**src/design/lru_key_value_cache_unit_macros.svh**
```systemverilog
// Assertion helpers for the LRU key-value cache.
`ifndef LRU_KEY_VALUE_CACHE_UNIT_MACROS_SVH
`define LRU_KEY_VALUE_CACHE_UNIT_MACROS_SVH

// Same-cycle implication, held off during reset.
`define LKVC_ASSERT_IMP(label, clk, rstn, ante, cons, msg) \
  label: assert property (@(posedge clk) disable iff (!(rstn)) (ante) |-> (cons)) \
    else $error(msg);

// Next-cycle implication, held off during reset.
`define LKVC_ASSERT_NXT(label, clk, rstn, ante, cons, msg) \
  label: assert property (@(posedge clk) disable iff (!(rstn)) (ante) |=> (cons)) \
    else $error(msg);

`endif

```
**src/design/lkvc_pkg.sv**
```systemverilog
package lkvc_pkg;

  localparam int unsigned KEY_W      = 32;
  localparam int unsigned VALUE_W    = 32;
  localparam int unsigned CAPACITY_W = 5;

  localparam logic [CAPACITY_W-1:0] CAPACITY_RESET = 5'd16;
  localparam logic [VALUE_W-1:0]    READ_MISS      = '1;

  // action codes
  localparam logic ACT_GET = 1'b0;
  localparam logic ACT_SET = 1'b1;

  // controller to datapath commands
  typedef struct packed {
    logic load_in;   // capture request beat
    logic lookup;    // register key match and slot choice
    logic update;    // apply store writes, read value memory
    logic load_out;  // fill response register
  } cmd_t;

endpackage

```
**src/design/lkvc_ctrl.sv**
```systemverilog
module lkvc_ctrl
  import lkvc_pkg::*;
(
  input  logic clk_i,
  input  logic rst_ni,
  input  logic in_valid_i,
  output logic in_ready_o,
  output logic out_valid_o,
  input  logic out_ready_i,
  output cmd_t cmd_o
);

  typedef enum logic [1:0] {
    S_IDLE,
    S_MATCH,
    S_UPDATE,
    S_RESP
  } state_e;

  state_e state_q;
  logic   in_ready_q;
  logic   out_valid_q;
  logic   out_free;

  // response register can take a beat when empty or draining this cycle
  assign out_free = !out_valid_q || out_ready_i;

  always_comb begin
    cmd_o          = '0;
    cmd_o.load_in  = in_valid_i && in_ready_q;
    cmd_o.lookup   = (state_q == S_MATCH);
    cmd_o.update   = (state_q == S_UPDATE);
    cmd_o.load_out = (state_q == S_RESP) && out_free;
  end

  // sequencer with registered handshake outputs
  always_ff @(posedge clk_i or negedge rst_ni) begin
    if (!rst_ni) begin
      state_q     <= S_IDLE;
      in_ready_q  <= 1'b1;
      out_valid_q <= 1'b0;
    end else begin
      // a new response beat wins over draining the old one
      if ((state_q == S_RESP) && out_free) begin
        out_valid_q <= 1'b1;
      end else if (out_ready_i) begin
        out_valid_q <= 1'b0;
      end
      case (state_q)
        S_IDLE: begin
          if (in_valid_i) begin
            state_q    <= S_MATCH;
            in_ready_q <= 1'b0;
          end
        end
        S_MATCH:  state_q <= S_UPDATE;
        S_UPDATE: state_q <= S_RESP;
        S_RESP: begin
          if (out_free) begin
            in_ready_q  <= 1'b1;
            state_q     <= S_IDLE;
          end
        end
        default: begin
          state_q    <= S_IDLE;
          in_ready_q <= 1'b1;
        end
      endcase
    end
  end

  assign in_ready_o  = in_ready_q;
  assign out_valid_o = out_valid_q;

endmodule

```
**config.mk**
```make
export PLATFORM = sky130hd
export DESIGN_NAME = lkvc_ctrl
export DESIGN_NICKNAME = d
export VERILOG_FILES = /design/src/design/lru_key_value_cache_unit_macros.svh /design/src/design/lkvc_pkg.sv /design/src/design/lkvc_ctrl.sv
export SDC_FILE = /design/constraint.sdc
export NUM_CORES = 1
export LEC_CHECK = 0
export BUFFER_PORTS_ARGS = -buffer_cell sky130_fd_sc_hd__buf_4
export CORE_AREA = 2 2 39 41
export CTS_CLUSTER_DIAMETER = 150
export DETAILED_ROUTE_END_ITERATION = 7
export DIE_AREA = 0 0 41 43
export GPL_TIMING_DRIVEN = 0
export PLACE_DENSITY = 0.49
export SYNTH_ARGS = -nofsm -noshare
export SYNTH_HDL_FRONTEND = slang
export SYNTH_SLANG_ARGS = --single-unit
```
**constraint.sdc**
```tcl
create_clock -name clk_i -period 1.86 [get_ports clk_i]
set_clock_uncertainty 0.15 [all_clocks]
set_input_delay 0.279 -clock clk_i [delete_from_list [all_inputs] [get_ports clk_i]]
set_output_delay 0.279 -clock clk_i [all_outputs]
set_load 0.05 [all_outputs]
```
Word-level counts from Yosys, hierarchy flattened
Cells that the tools add are included.

storage, ports and cells
  register bits = 4
  bits of input ports = 4
  output and inout bits = 6
  word-level logic and storage cells = 25

operators by class
  eq/ne operators = 5
  mux-type cells = 8
  reduce and logical (&&, ||, !) cells = 9

operators by type and width
  cell                                                  count
  case mux 2 bit (4 select lines)                       1
  equality test 2 bit (second input constant)           2
  two-way mux 1 bit                                     4
  two-way mux 2 bit                                     2
  != test 2 bit (second input constant)                 2
  nonzero test 2 bit                                    2
  AND reduction 3 bit                                   1
  equality test 2 x 1 -> 1 bit (second input constant)  1
  logical AND 1 bit                                     2
  logical NOT 2 bit                                     1
  case mux 1 bit (2 select lines)                       1
  AND reduction 2 bit                                   1
  logical NOT 1 bit                                     1
  logical OR 1 bit                                      1

Longest topological paths before layout
  depth after elaboration = 4
  mapped depth = 5
  gate-level depth less buffers = 5

Worst setup path before layout
OpenSTA, ideal clock, no wires.

  kind = register to output
  from = reg out_valid_q, in the netlist out_valid_o
  to = out cmd_o[0] (netlist name)
  arrival = 1.166 ns
  required time = 1.431 ns
  setup slack = 0.265 ns
  stages on the path, launching flop included = 3
  buffers on the path = 0
  cell sequence = dfrtp_1 nand2b_4 and2_1

RTL lines
  item                      line             source
  start: declaration        lkvc_ctrl.sv:22  logic out_valid_q;
  start signal: assignment  lkvc_ctrl.sv:41  out_valid_q <= 1'b0;
  start signal: assignment  lkvc_ctrl.sv:45  out_valid_q <= 1'b1;
  start signal: assignment  lkvc_ctrl.sv:47  out_valid_q <= 1'b0;
  end: declaration          lkvc_ctrl.sv:10  output cmd_t cmd_o

==> impl_metrics.csv <==
group,metric,value,unit
run_status,status,"complete, no violations",
timing,max_slew_margin,88.3,%
detailed_routing,wl,560,um
cts,tritoncts,"built",
cts,cts-root-buf,"clkbuf_4",
detailed_routing,drt_iter0_drc,4,
timing,period_share,88.3,%
worst_setup_path,cp-end-kind,"output port",
timing,finalCriticalPeriod,1.64,ns
worst_setup_path,ff2ff_setup_slack,0.36,ns
die,die_w,41,um
synth,avgSynthCellArea,11.5,um^2
global_routing,grtUsageTotal,8.45,%
worst_setup_path,cp_slowest_cell,"dfrtp_1",
die,num_io_pins,10,
timing,tightestPinTransition,0.175,ns
global_routing,antenna_found_initial,0,
cts,cts.sinks,4,
synth,synth.area.top_cells,"dfrtp_1 28%, ha_1 24%, dfstp_2 10%, mux2_4 5.7%, nand2b_4 5.2%",
worst_setup_path,critPathMaxStageDelay,0.40,ns
min_path,min_delay_path_depth,2,
global_routing,grt_first_pass_wirelength,890,um
final_layout,multi_input_area,151,um^2
timing,rsz0062_at_grt,"false",
final_layout,syn_to_final_growth,46.9,%
detailed_routing,wl_per_cell,10.6,um
die,die_h,43,um
final_layout,fin_util,28.0,%
synth,ys_seq_area_share,38.4,%
min_path,whs_endpoint,"in_ready_o$_DFFE_PN1P_",
synth,syn_area,264,um^2
synth,synth_cell_types,14,
detailed_routing,drtAntennaViolNets,0,
cts,cts_buffers,3,
synth,yosys.area.top_type,"dfrtp_1",
worst_setup_path,r2r-end,"state_q[1]$_DFFE_PN0P_",
cts,htree_levels,1,
final_layout,seqCellArea,101,um^2
worst_setup_path,reg2reg_from,"state_q[0]$_DFFE_PN0P_",
synth,yosys.area.top_type_share,28.4,%
place,dp.final_hpwl,442,um
cts,cts_hold_buf,1,
timing,drv_slew,0,
worst_setup_path,crit_path_start,"state_q[0]$_DFFE_PN0P_",
timing,fin_tns_setup,0,ns
final_layout,final_nets,47,
detailed_routing,dr.pass1.iters,2,
timing,final_hold_viol_count,0,
worst_setup_path,cp_data_required_time,1.43,ns
synth,yosys_warnings,0,
cts,clk_pin_slew,0.05,ns
worst_setup_path,path_cells,"ha_1 -> and2_1 -> buf_4",
detailed_routing,dr_total_vias,211,
place,post_dp_cell_area,352,um^2
worst_setup_path,cp.depth,3,
timing,fmax,0.609,GHz
final_layout,drive_above_1_share,48.6,%
min_path,hold_path_class,"in -> reg",
worst_setup_path,crit_path_start_kind,"flip-flop",
global_routing,gr-total-overflow,0,
timing,setup_violations,0,
final_layout,stdcell_count,53,
place,dp.cells,48,
die,core,1380,um^2
worst_setup_path,worst-setup-path-type,"reg -> out",
worst_setup_path,critPathMaxFanout,3,
global_routing,grt_max_degree,5,
synth,synth_nets,32,
die,initial_core_util,19.1,%
cts,insertion_delay,0.25,ns
die,dieArea,1760,um^2
die,num_rows,14,
place,io_buffers,9,
final_layout,num_antenna_cells,0,
synth,synth_cells,23,
place,gp_congestion,0.647,
synth,ys_ff_latch,4,
final_layout,design_area,388,um^2
cts,clk_path_buf_depth,2,
global_routing,first_global_vias,216,
worst_setup_path,cp_data_arrival_time,1.21,ns
final_layout,n_fill_cell,149,
worst_setup_path,crit_family,"flip-flops",
cts,cts-resized-gates,0,
cts,cts_setup_buffers,0,
worst_setup_path,reg2reg_depth,5,
min_path,worstHoldStart,"in_valid_i",
job,cap_violations,0,
worst_setup_path,critPathBufInv,1,
detailed_routing,drt_drc_violations_left,0,
detailed_routing,vias_per_cell,3.98,
## flip-flops by register name, indices dropped and copies added (netlist names)
name	count
in_ready_o	1
out_valid_o	1
state_q	2
## worst max-delay path by stage
stage,slack [ns],endpoint
2_1_floorplan,0.26,cmd_o[0]
6_report,0.22,cmd_o[0]
3_3_place_gp,0.42,state_q[1]$_DFFE_PN0P_
4_1_cts,0.20,cmd_o[0]
5_1_grt,0.15,cmd_o[0]
3_5_place_dp,0.37,state_q[1]$_DFFE_PN0P_
## layout by cell type (no fill, tap or decap)
cell and count:
dfstp_2 1, o21ai_2 1, and2_1 2, mux2i_1 1
inv_2 1, nand2b_2 1, dfrtp_1 3, clkbuf_1 1
a31oi_1 2, nand2b_4 1, dlygate4sd3_1 1, ha_1 5
clkbuf_4 3, nand2_1 1, buf_4 9, mux2_4 1
inv_1 2, nor2_1 1
## Yosys cell counts
master,n
and2_1,2
dfrtp_1,3
mux2i_1,1
inv_2,1
nand2b_2,1
inv_1,2
o21ai_2,1
ha_1,5
a31oi_1,2
mux2_4,1
nand2_1,1
nand2b_4,1
nor2_1,1
dfstp_2,1
## routing by layer
layer,share of wire (%),wire (um),track usage [%]
met1,40,225,9.06
met2,41,231,10.0
met3,17,95,9.42
met4,1.4,8,4.00
met5,0,0,0
## through the flow
stage	setup slack (ns)	hold WS (ns)
after detailed placement	0.368	-0.0709
after global routing	0.152	0.0566
after floorplan	0.265	-0.167
final	0.217	0.0513
after CTS	0.199	0.0482
after global placement	0.420	-0.0743
## worst reg2reg max path, delay by kind of cell (launching register included)
| kind | cells | cell delay, ns |
|---|---|---|
| compound gates | 1 | 0.09 |
| fa+ha+maj | 1 | 0.22 |
| buf+inv | 1 | 0.13 |
| flops | 1 | 0.40 |
| mux | 1 | 0.31 |
| simple gates | 1 | 0.08 |
## cell type report
cell class              count  share of cell area [%]
flip-flops and latches      4                    26.1
repair buffers             10                    20.0
multi-input cells          16                    39.0
well taps                  16                    5.16
clock buffers               4                    6.77
inverters                   3                    2.90
## kinds of logic after synthesis
| family | synth area share, % |
|---|---|
| DFF | 38.4 |
| buffers and inverters | 4.27 |
| muxes | 9.48 |
| and+or+nand+nor | 16.1 |
| AOI/OAI and AO/OA | 8.06 |
| adders and majority gates | 23.7 |
Power is left out: the tool's default activity adds up to more than one toggle a clock period on the data nets, which glitch-free logic cannot reach.
