## config.mk

```make
export PLATFORM = sky130hd
export DESIGN_NAME = lkvc_dp
export DESIGN_NICKNAME = d
export VERILOG_FILES = /design/src/design/lru_key_value_cache_unit_macros.svh /design/src/design/lkvc_pkg.sv /design/src/design/lkvc_dp.sv
export SDC_FILE = /design/constraint.sdc
export NUM_CORES = 2
export LEC_CHECK = 0
export BUFFER_PORTS_ARGS = -buffer_cell sky130_fd_sc_hd__buf_2
export CORE_AREA = 3 3 319 321
export DETAILED_ROUTE_END_ITERATION = 7
export DIE_AREA = 0 0 322 324
export GPL_TIMING_DRIVEN = 1
export PLACE_DENSITY = 0.78
export SETUP_SLACK_MARGIN = 0.2
export SLEW_MARGIN = 40
export SYNTH_ARGS = -nofsm -noshare
export SYNTH_HDL_FRONTEND = slang
export SYNTH_SLANG_ARGS = --single-unit
export TNS_END_PERCENT = 50
```

## constraint.sdc

```tcl
create_clock -name clk_i -period 4.24 [get_ports clk_i]
set_input_delay 0.424 -clock clk_i [delete_from_list [all_inputs] [get_ports clk_i]]
set_output_delay 0.424 -clock clk_i [all_outputs]
set_load 0.02 [all_outputs]
```

## src/design/lru_key_value_cache_unit_macros.svh

```systemverilog
// Assertion helpers for the LRU key-value cache.
`ifndef LRU_KEY_VALUE_CACHE_UNIT_MACROS_SVH
`define LRU_KEY_VALUE_CACHE_UNIT_MACROS_SVH

// Same-cycle implication, held off during reset.
`define LKVC_ASSERT_IMP(label, clk, rstn, ante, cons, msg) \
  label: assert property (@(posedge clk) disable iff (!(rstn)) (ante) |-> (cons)) \
    else $error(msg);

// Next-cycle implication, held off during reset.
`define LKVC_ASSERT_NXT(label, clk, rstn, ante, cons, msg) \
  label: assert property (@(posedge clk) disable iff (!(rstn)) (ante) |=> (cons)) \
    else $error(msg);

`endif

```

## src/design/lkvc_pkg.sv

```systemverilog
package lkvc_pkg;

  localparam int unsigned KEY_W      = 32;
  localparam int unsigned VALUE_W    = 32;
  localparam int unsigned CAPACITY_W = 5;

  localparam logic [CAPACITY_W-1:0] CAPACITY_RESET = 5'd16;
  localparam logic [VALUE_W-1:0]    READ_MISS      = '1;

  // action codes
  localparam logic ACT_GET = 1'b0;
  localparam logic ACT_SET = 1'b1;

  // controller to datapath commands
  typedef struct packed {
    logic load_in;   // capture request beat
    logic lookup;    // register key match and slot choice
    logic update;    // apply store writes, read value memory
    logic load_out;  // fill response register
  } cmd_t;

endpackage

```

## src/design/lkvc_dp.sv

```systemverilog
module lkvc_dp
  import lkvc_pkg::*;
#(
  parameter int unsigned MAX_ENTRIES = 16,
  localparam int unsigned IDX_W = (MAX_ENTRIES > 1) ? $clog2(MAX_ENTRIES) : 1,
  localparam int unsigned CNT_W = $clog2(MAX_ENTRIES + 1)
) (
  input  logic                      clk_i,
  input  logic                      rst_ni,
  input  cmd_t                      cmd_i,
  input  logic                      cfg_we_i,
  input  logic [CAPACITY_W-1:0]     cfg_data_i,
  input  logic                      action_i,
  input  logic signed [KEY_W-1:0]   key_i,
  input  logic signed [VALUE_W-1:0] value_i,
  output logic                      hit_o,
  output logic signed [VALUE_W-1:0] read_value_o,
  output logic                      evicted_o,
  output logic [MAX_ENTRIES-1:0]    entry_valid_o,
  output logic [CNT_W-1:0]          used_count_o
);

  // configuration
  logic [CAPACITY_W-1:0] capacity_q;

  // request beat
  logic               action_q;
  logic [KEY_W-1:0]   key_q;
  logic [VALUE_W-1:0] value_q;

  // entry store
  logic [KEY_W-1:0]   keys_q  [MAX_ENTRIES];
  logic [VALUE_W-1:0] val_mem [MAX_ENTRIES];
  logic [IDX_W-1:0]   age_q   [MAX_ENTRIES];
  logic [MAX_ENTRIES-1:0] valid_q;
  logic [CNT_W-1:0]   used_q;

  // lookup results
  logic             hit_q, evict_q, promote_q, insert_q, key_wr_q;
  logic [IDX_W-1:0] idx_q, old_age_q;
  logic [VALUE_W-1:0] rd_q;

  // response register
  logic               rsp_hit_q, rsp_evict_q;
  logic [VALUE_W-1:0] rsp_value_q;

  // match-stage logic
  logic             found;
  logic [IDX_W-1:0] found_idx, found_age, free_idx, lru_idx, lru_age;
  logic [CNT_W-1:0] cap_eff;
  logic             room, is_set;

  always_ff @(posedge clk_i or negedge rst_ni) begin
    if (!rst_ni) begin
      capacity_q <= CAPACITY_RESET;
    end else if (cfg_we_i) begin
      capacity_q <= cfg_data_i;
    end
  end

  always_ff @(posedge clk_i) begin
    if (cmd_i.load_in) begin
      action_q <= action_i;
      key_q    <= key_i;
      value_q  <= value_i;
    end
  end

  // effective capacity: zero counts as one, saturate at store depth
  always_comb begin
    if (capacity_q == '0) begin
      cap_eff = CNT_W'(1);
    end else if (int'(capacity_q) > int'(MAX_ENTRIES)) begin
      cap_eff = CNT_W'(MAX_ENTRIES);
    end else begin
      cap_eff = CNT_W'(capacity_q);
    end
  end

  assign room    = (used_q < cap_eff);
  assign is_set  = (action_q == ACT_SET);
  // ages of valid entries are a permutation of 0..used-1, so LRU has age used-1
  assign lru_age = IDX_W'(used_q - CNT_W'(1));

  // parallel key compare, lowest-slot priority on every search
  always_comb begin
    found     = 1'b0;
    found_idx = '0;
    found_age = '0;
    free_idx  = '0;
    lru_idx   = '0;
    for (int i = MAX_ENTRIES - 1; i >= 0; i--) begin
      if (valid_q[i] && (keys_q[i] == key_q)) begin
        found     = 1'b1;
        found_idx = IDX_W'(i);
        found_age = age_q[i];
      end
      if (!valid_q[i]) begin
        free_idx = IDX_W'(i);
      end
      if (valid_q[i] && (age_q[i] == lru_age)) begin
        lru_idx = IDX_W'(i);
      end
    end
  end

  // register the decision for the update cycle
  always_ff @(posedge clk_i) begin
    if (cmd_i.lookup) begin
      hit_q     <= found;
      promote_q <= found || is_set;
      key_wr_q  <= is_set && !found;
      insert_q  <= is_set && !found && room;
      evict_q   <= is_set && !found && !room;
      if (found) begin
        idx_q     <= found_idx;
        old_age_q <= found_age;
      end else if (room) begin
        idx_q     <= free_idx;
        old_age_q <= IDX_W'(used_q);  // every valid entry ages
      end else begin
        idx_q     <= lru_idx;
        old_age_q <= lru_age;
      end
    end
  end

  // recency and occupancy
  always_ff @(posedge clk_i or negedge rst_ni) begin
    if (!rst_ni) begin
      valid_q <= '0;
      used_q  <= '0;
      for (int i = 0; i < MAX_ENTRIES; i++) begin
        age_q[i] <= '0;
      end
    end else if (cmd_i.update && promote_q) begin
      for (int i = 0; i < MAX_ENTRIES; i++) begin
        if (valid_q[i] && (age_q[i] < old_age_q)) begin
          age_q[i] <= age_q[i] + IDX_W'(1);
        end
      end
      age_q[idx_q]   <= '0;
      valid_q[idx_q] <= 1'b1;
      if (insert_q) begin
        used_q <= used_q + CNT_W'(1);
      end
    end
  end

  // key tags
  always_ff @(posedge clk_i) begin
    if (cmd_i.update && key_wr_q) begin
      keys_q[idx_q] <= key_q;
    end
  end

  // value memory, one write and one registered read port
  always_ff @(posedge clk_i) begin
    if (cmd_i.update && is_set) begin
      val_mem[idx_q] <= value_q;
    end
    if (cmd_i.update) begin
      rd_q <= val_mem[idx_q];
    end
  end

  // response register
  always_ff @(posedge clk_i) begin
    if (cmd_i.load_out) begin
      rsp_hit_q   <= hit_q;
      rsp_evict_q <= evict_q;
      rsp_value_q <= (hit_q && !is_set) ? rd_q : READ_MISS;
    end
  end

  assign hit_o         = rsp_hit_q;
  assign evicted_o     = rsp_evict_q;
  assign read_value_o  = rsp_value_q;
  assign entry_valid_o = valid_q;
  assign used_count_o  = used_q;

endmodule

```

-- Yosys cells after proc, flatten, opt, wreduce, memory -nomap -nowiden
Memories as Yosys holds them, arrays and structs flattened. A register that Yosys moved wholly into a read port is not among the register bits.
Index checks and enable logic that the tools add are counted.
- add/subtract/negate cells: 18
- magnitude comparators: 22
- equal/unequal tests: 32
- muxes and demuxes: 126
- bitwise operators: 4
- reductions and logical operators: 63
- operators with widths (operator ; number):
    $eq A32 B32 Y1 ; 16
    $mux W4 ; 101
    $add A4 B1 Y4 const B ; 16
    $and A64 B64 Y64 ; 1
    $eq A4 B4 Y1 ; 16
    $lt A4 B4 Y1 ; 16
    $not A64 Y64 ; 1
    $logic_and A1 B1 Y1 ; 57
    $mux W1 ; 21
    $demux W4 S4 ; 1
    $or A16 B16 Y16 ; 1
    $mux W5 ; 2
    $add A5 B1 Y5 const B ; 1
    $ge A5 B5 Y1 const B ; 1
    $gt A5 B5 Y1 const B ; 1
    $logic_not A5 Y1 ; 1
    $lt A4 B5 Y1 const B ; 1
    $lt A5 B1 Y1 const B ; 1
    $lt A5 B5 Y1 ; 1
    $not A4 Y5 ; 1
    $demux W1 S4 ; 1
    $ge A4 B1 Y1 const B ; 1
    $sub A4 B1 Y4 const B ; 1
    $logic_not A1 Y1 ; 3
    other kinds (2) ; 2
- flip-flop bits (word level): 202
- RAM bits: 1024
- bits of input ports: 77
- output and inout bits: 55
- word-level logic and storage cells: 299
- memories kept: 2
- memory list (name ; words ; bits a word ; rd ports ; clocked after memory_dff ; wr ports ; RTL line ; text):
    keys_q ; 16 ; 32 ; 16 ; 0 ; 1 ; lkvc_dp.sv:32 ; logic [KEY_W-1:0] keys_q [MAX_ENTRIES];
    val_mem ; 16 ; 32 ; 1 ; 1 ; 1 ; lkvc_dp.sv:33 ; logic [VALUE_W-1:0] val_mem [MAX_ENTRIES];

-- Longest topological paths before layout
- depth in word-level cells: 21
- depth in mapped cells: 14
- gate-level depth less buffers: 11

-- Least setup slack after synthesis
No wires, ideal clock.
- kind: reg-to-reg
- start point: reg used_q[0], in the netlist used_count_o[0]
- end point: reg idx_q[2] (data pin)
- setup time: 257 ps
- data arrival time: 3071 ps
- data required time: 3983 ps
- slack: 912 ps
- cell stages (with the launch flop): 14
- path buffers: 3
- period minus slack after synthesis: 3328 ps
- cells stage by stage: dfrtp_1 -> buf_2 -> inv_1 -> ha_1 -> buf_2 -> buf_1 -> xor2_1 -> nand3_1 -> nor3_1 -> nor4_1 -> a21bo_1 -> a211o_1 -> a41oi_1 -> nor2_1
- longest elaborated chain between the ends: 21
- elaborated cells between the ends (all ways): 52
- classes of those cells: 1 x add/sub; 1 x order compare; 16 x eq/ne; 18 x mux; 16 x reduce/logical
- RTL lines (what ; RTL line ; text):
    start, declared ; lkvc_dp.sv:36 ; logic [CNT_W-1:0] used_q;
    start signal, assigned ; lkvc_dp.sv:145 ; used_q <= used_q + CNT_W'(1);
    $sub A4 B1 Y4 (*) ; lkvc_dp.sv:83 ; assign lru_age = IDX_W'(used_q - CNT_W'(1));
    via lru_age[0] ; lkvc_dp.sv:49 ; logic [IDX_W-1:0] found_idx, found_age, free_idx, lru_idx, lru_age;
    $eq A4 B4 Y1 ; lkvc_dp.sv:101 ; if (valid_q[i] && (age_q[i] == lru_age)) begin
    $logic_and A1 B1 Y1 ; lkvc_dp.sv:101 ;
    $mux W4 (15 in series) ; lkvc_dp.sv:101 ;
    $mux W4 (*) ; lkvc_dp.sv:101 ;
    $mux W4 (*) ; lkvc_dp.sv:118 ; end else if (room) begin
    $mux W4 (*) ; lkvc_dp.sv:115 ; if (found) begin
    end signal, assigned ; lkvc_dp.sv:116 ; idx_q <= found_idx;
    end signal, assigned ; lkvc_dp.sv:119 ; idx_q <= free_idx;
    end signal, assigned ; lkvc_dp.sv:122 ; idx_q <= lru_idx;
    end, declared ; lkvc_dp.sv:40 ; logic [IDX_W-1:0] idx_q, old_age_q;
The timed path passes the listed nets; every way through them passes the cells marked *.
A chain may end at the register's enable or synchronous reset.

-- Worst setup path in the final report
- start point: reg key_q[21]
- end point: reg old_age_q[2] (data pin)
- longest elaborated chain between the ends: 19
- elaborated cells between the ends (all ways): 65
- classes of those cells: 16 x eq/ne; 33 x mux; 16 x reduce/logical
- RTL lines (what ; RTL line ; text):
    start, declared ; lkvc_dp.sv:28 ; logic [KEY_W-1:0] key_q;
    start signal, assigned ; lkvc_dp.sv:64 ; key_q <= key_i;
    $eq A32 B32 Y1 ; lkvc_dp.sv:93 ; if (valid_q[i] && (keys_q[i] == key_q)) begin
    $logic_and A1 B1 Y1 ; lkvc_dp.sv:93 ;
    $mux W1 (15 in series) ; lkvc_dp.sv:93 ;
    $mux W1 (*) ; lkvc_dp.sv:93 ;
    via found ; lkvc_dp.sv:48 ; logic found;
    $mux W4 (*) ; lkvc_dp.sv:115 ;
    end signal, assigned ; lkvc_dp.sv:117 ; old_age_q <= found_age;
    end signal, assigned ; lkvc_dp.sv:120 ; old_age_q <= IDX_W'(used_q);
    end signal, assigned ; lkvc_dp.sv:123 ; old_age_q <= lru_age;
    end, declared ; lkvc_dp.sv:40 ;
Marked as above.

==> metrics <==
setup clock skew after layout 0.0515 ns; proportion of register bits with asynchronous set or reset after synthesis 0.0715; crit path time final 3.76 ns; Final Non-Filler Cells 5079; overall die area 104000 um^2; Warnings, synthesis 0; antenna-violating nets left 0; clock latency on the worst-skew pair 0.78 ns; number of synthesized flops with an enable pin 1168; Rows 116; maximum fanout encountered on the critical timing path 11; final hold viol count 0; RePlAce Congestion 0.937; count of input and output buffers 131; critical path launch point key_q[21]; CTS tree done; R2R depth 11; pins over their slew limit 0; mean post-synth cell area 16.3 um^2; max-capacitance violation count 0; GR Util All Layers 0.290; path class of the lowest-slack min-delay path in -> reg; number of placed cells counting well taps 4763; number of antenna violations at the first check in global routing 3; sw power 0.0114 W; area of the multi-input gates 16400 um^2; CORE AREA 99600 um^2; number of buffers added for setup after CTS 0; cell area after synthesis 54400 um^2; maximum single-stage delay on the critical path 0.83 ns; launch instance of the worst register-to-register path key_q[21]; fmax 266 MHz; Total Negative Setup Slacks 0 ns; Final Routed Wirelength 151 mm; number of detailed-route iterations in the first pass 6; highest-count cells in the layout ignoring fill and taps edfxtp_1, xor2_1, xnor2_1; Data required, critical path 4.75 ns; P per Cell Area 586 nW/um^2; Critical Path, Cell by Cell buf_4 > buf_4 > xor2_1 > nor4_1 > nand3_1 > or4_1 > nand2b_1 > or2_1 > or4_1 > o211ai_1 > o21ai_1; post-synthesis net count 3473; DRC violation total after the first TritonRoute iteration 4048; die height 324 um; leading cell type in the layout, fill and taps excluded edfxtp_1; Worst Setup Path Type reg -> reg; startpoint type of the worst setup path flip-flop; post-detailed-placement half-perimeter wirelength 85.8 mm; ys flop type edfxtp_1; RSZ-0062 raised after global routing no; width of the die 322 um; layout-stage area growth over the synthesis result 15.5%; Pleak 21.1 nW; Fillers 6732; Top Ports 132; proportion of power drawn by flip-flops and latches 0.445; gr ovfl total 0; Longest Clk Path Bufs 3; clock network fraction of total power 0.313; #FFs+latches synth 1258; share of post-route cells with drive strength above 1 0.184; count of endpoints failing setup in the final report 0; crit path DAT 4.27 ns; CP max-delay cell edfxtp_1; cell depth of the worst setup path 11; Vias per Instance 6.37; switching share of total power 0.310; maximum ir drop on the vdd rail 0.600 mV; outcome complete, no violations; number of remaining DRC errors 0; endpoint of the worst-slack reg-to-reg timing path old_age_q[2]; slack of the worst reg-to-reg path 0.48 ns; Least-Margin Pin Slew 0.819 ns; sum of buffers and inverters on the critical path 2; kind of cell adding the most delay to the critical path simple AND/OR/NAND/NOR gates; wire length of the first global-routing pass 218 mm; sequential share of the synthesized area 0.687; end point of the critical path old_age_q[2]; cells after synthesis 3326; Clock Pin Slew Worst Setup and Hold Paths 0.07 ns; effective utilization at floorplan 0.546; Hold-fix buffers, CTS 77; number of nets at the end of the flow 3824; root buffer selected by CTS clkbuf_16; internal power contribution 0.0254 W; part of the power in combinational logic 0.242; largest net degree at the start of global routing 101; area used by sequential logic in the layout 37300 um^2; via count of the first global-routing pass 32100; number of library cell types mapped by synthesis 78; routed wire length per instance 29.7 um; min setup slack post-route 0.478 ns; number of buffers created by CTS 130; TritonCTS sink count 1258; total number of vias 32300; headroom to the max-slew limit 0.440; final cycle utilization of the critical path 0.887; H-tree depth 4; Place WS 0.564 ns; cells resized by post-CTS repair 0; type of element capturing the critical path flip-flop
## worst min path at each step
stage / start / end / slack, ns / cells after the start
2_1_floorplan: rst_ni / age_q[0] / 0.13 / 0
3_3_place_gp: rd_q[6] / read_value_o[6] / 0.48 / 1
3_5_place_dp: rd_q[3] / read_value_o[3] / 0.49 / 1
4_1_cts: cmd_i[1] / rd_q[6] / 0.08 / 1
5_1_grt: cmd_i[3] / key_q[12] / 0.07 / 1
6_report: cmd_i[3] / key_q[12] / 0.07 / 1
## power by group through the flow
stage / Clock (W) / Combinational (W) / Sequential [W]
6_report: 0.0115 / 0.00892 / 0.0164
5_1_grt: 0.0121 / 0.00961 / 0.0164
4_1_cts: 0.0116 / 0.00883 / 0.0163
3_5_place_dp: 0 / 0.00863 / 0.0165
3_3_place_gp: 0 / 0.00840 / 0.0165
2_1_floorplan: 0 / 0.00626 / 0.0160
## kinds of logic (layout without fill, tap and decap cells)
logic type                 count (synthesis)  count (layout)  synth area share
DFF                                     1258            1258             0.687
and+or+nand+nor                          846             846            0.0871
xor gates and xnor gates                 631             631             0.105
buffers and inverters                    177             631            0.0145
muxes                                    175             175            0.0693
AOI/OAI and AO/OA                        169             169            0.0210
adders and majority gates                 70              70            0.0161
other                                      0               1                 0
## synth_stat cells (all sizes together), types with 15 or more instances
cell / instances / area (um^2)
nand2: 92 / 345
ha: 70 / 876
mux4: 160 / 3600
dfrtp: 89 / 2230
a21oi: 28 / 140
nand3b: 21 / 158
nand2b: 72 / 450
buf: 89 / 457
edfxtp: 1168 / 35100
nand3: 72 / 360
nor4: 129 / 826
o21ai: 48 / 240
inv: 42 / 158
xor2: 312 / 2730
clkbuf: 45 / 169
xnor2: 305 / 2680
nor3: 38 / 200
nor2: 162 / 608
or4: 15 / 116
nand4: 136 / 851
nor2b: 22 / 138
## through the flow
| step | power [W] | cell area [um^2] | util | hold WS (ns) |
|---|---|---|---|---|
| 2_1_floorplan | 0.0223 | 54400 | - | 0.128 |
| 3_3_place_gp | 0.0249 | 57500 | 0.578 | 0.483 |
| 3_5_place_dp | 0.0252 | 57600 | 0.579 | 0.490 |
| 4_1_cts | 0.0368 | 62700 | 0.630 | 0.0843 |
| 5_1_grt | 0.0381 | 62800 | 0.631 | 0.0656 |
| 6_report | 0.0368 | 62800 | 0.631 | 0.0742 |
## registers in the layout (all words and copies together) (netlist names), 4 cells and up
register and cells:
keys_q 512, val_mem 512, age_q 64, key_q 32, rd_q 32, read_value_o 32, value_q 32, entry_valid_o 16
capacity_q 5, used_count_o 5, idx_q 4, old_age_q 4
## worst register-to-register path, stage by stage (launching register included)
cell	delay, ns
edfxtp_1	0.83
buf_4	0.28
buf_4	0.18
xor2_1	0.25
nor4_1	0.10
nand3_1	0.10
or4_1	0.44
nand2b_1	0.19
or2_1	0.31
or4_1	0.62
o211ai_1	0.16
o21ai_1	0.08
## per-layer routing
metal / vias to the layer above / global-route usage / routed length [um]
li1: 13500 / - / -
met1: 16200 / 0.384 / 56200
met2: 2159 / 0.473 / 73300
met3: 411 / 0.0498 / 14500
met4: 0 / 0.135 / 6980
met5: - / 0 / 0
## layout make-up
type | instances | area share
clock inverter | 76 | 0.0154
sequential | 1258 | 0.594
tap | 1298 | 0.0259
multi-input combinational | 1891 | 0.262
clock buffer | 159 | 0.0537
timing repair buffer | 353 | 0.0466
antenna | 1 | 0.0000398
inverter | 43 | 0.00257
No activity file was read; power rests on OpenSTA's default activity.
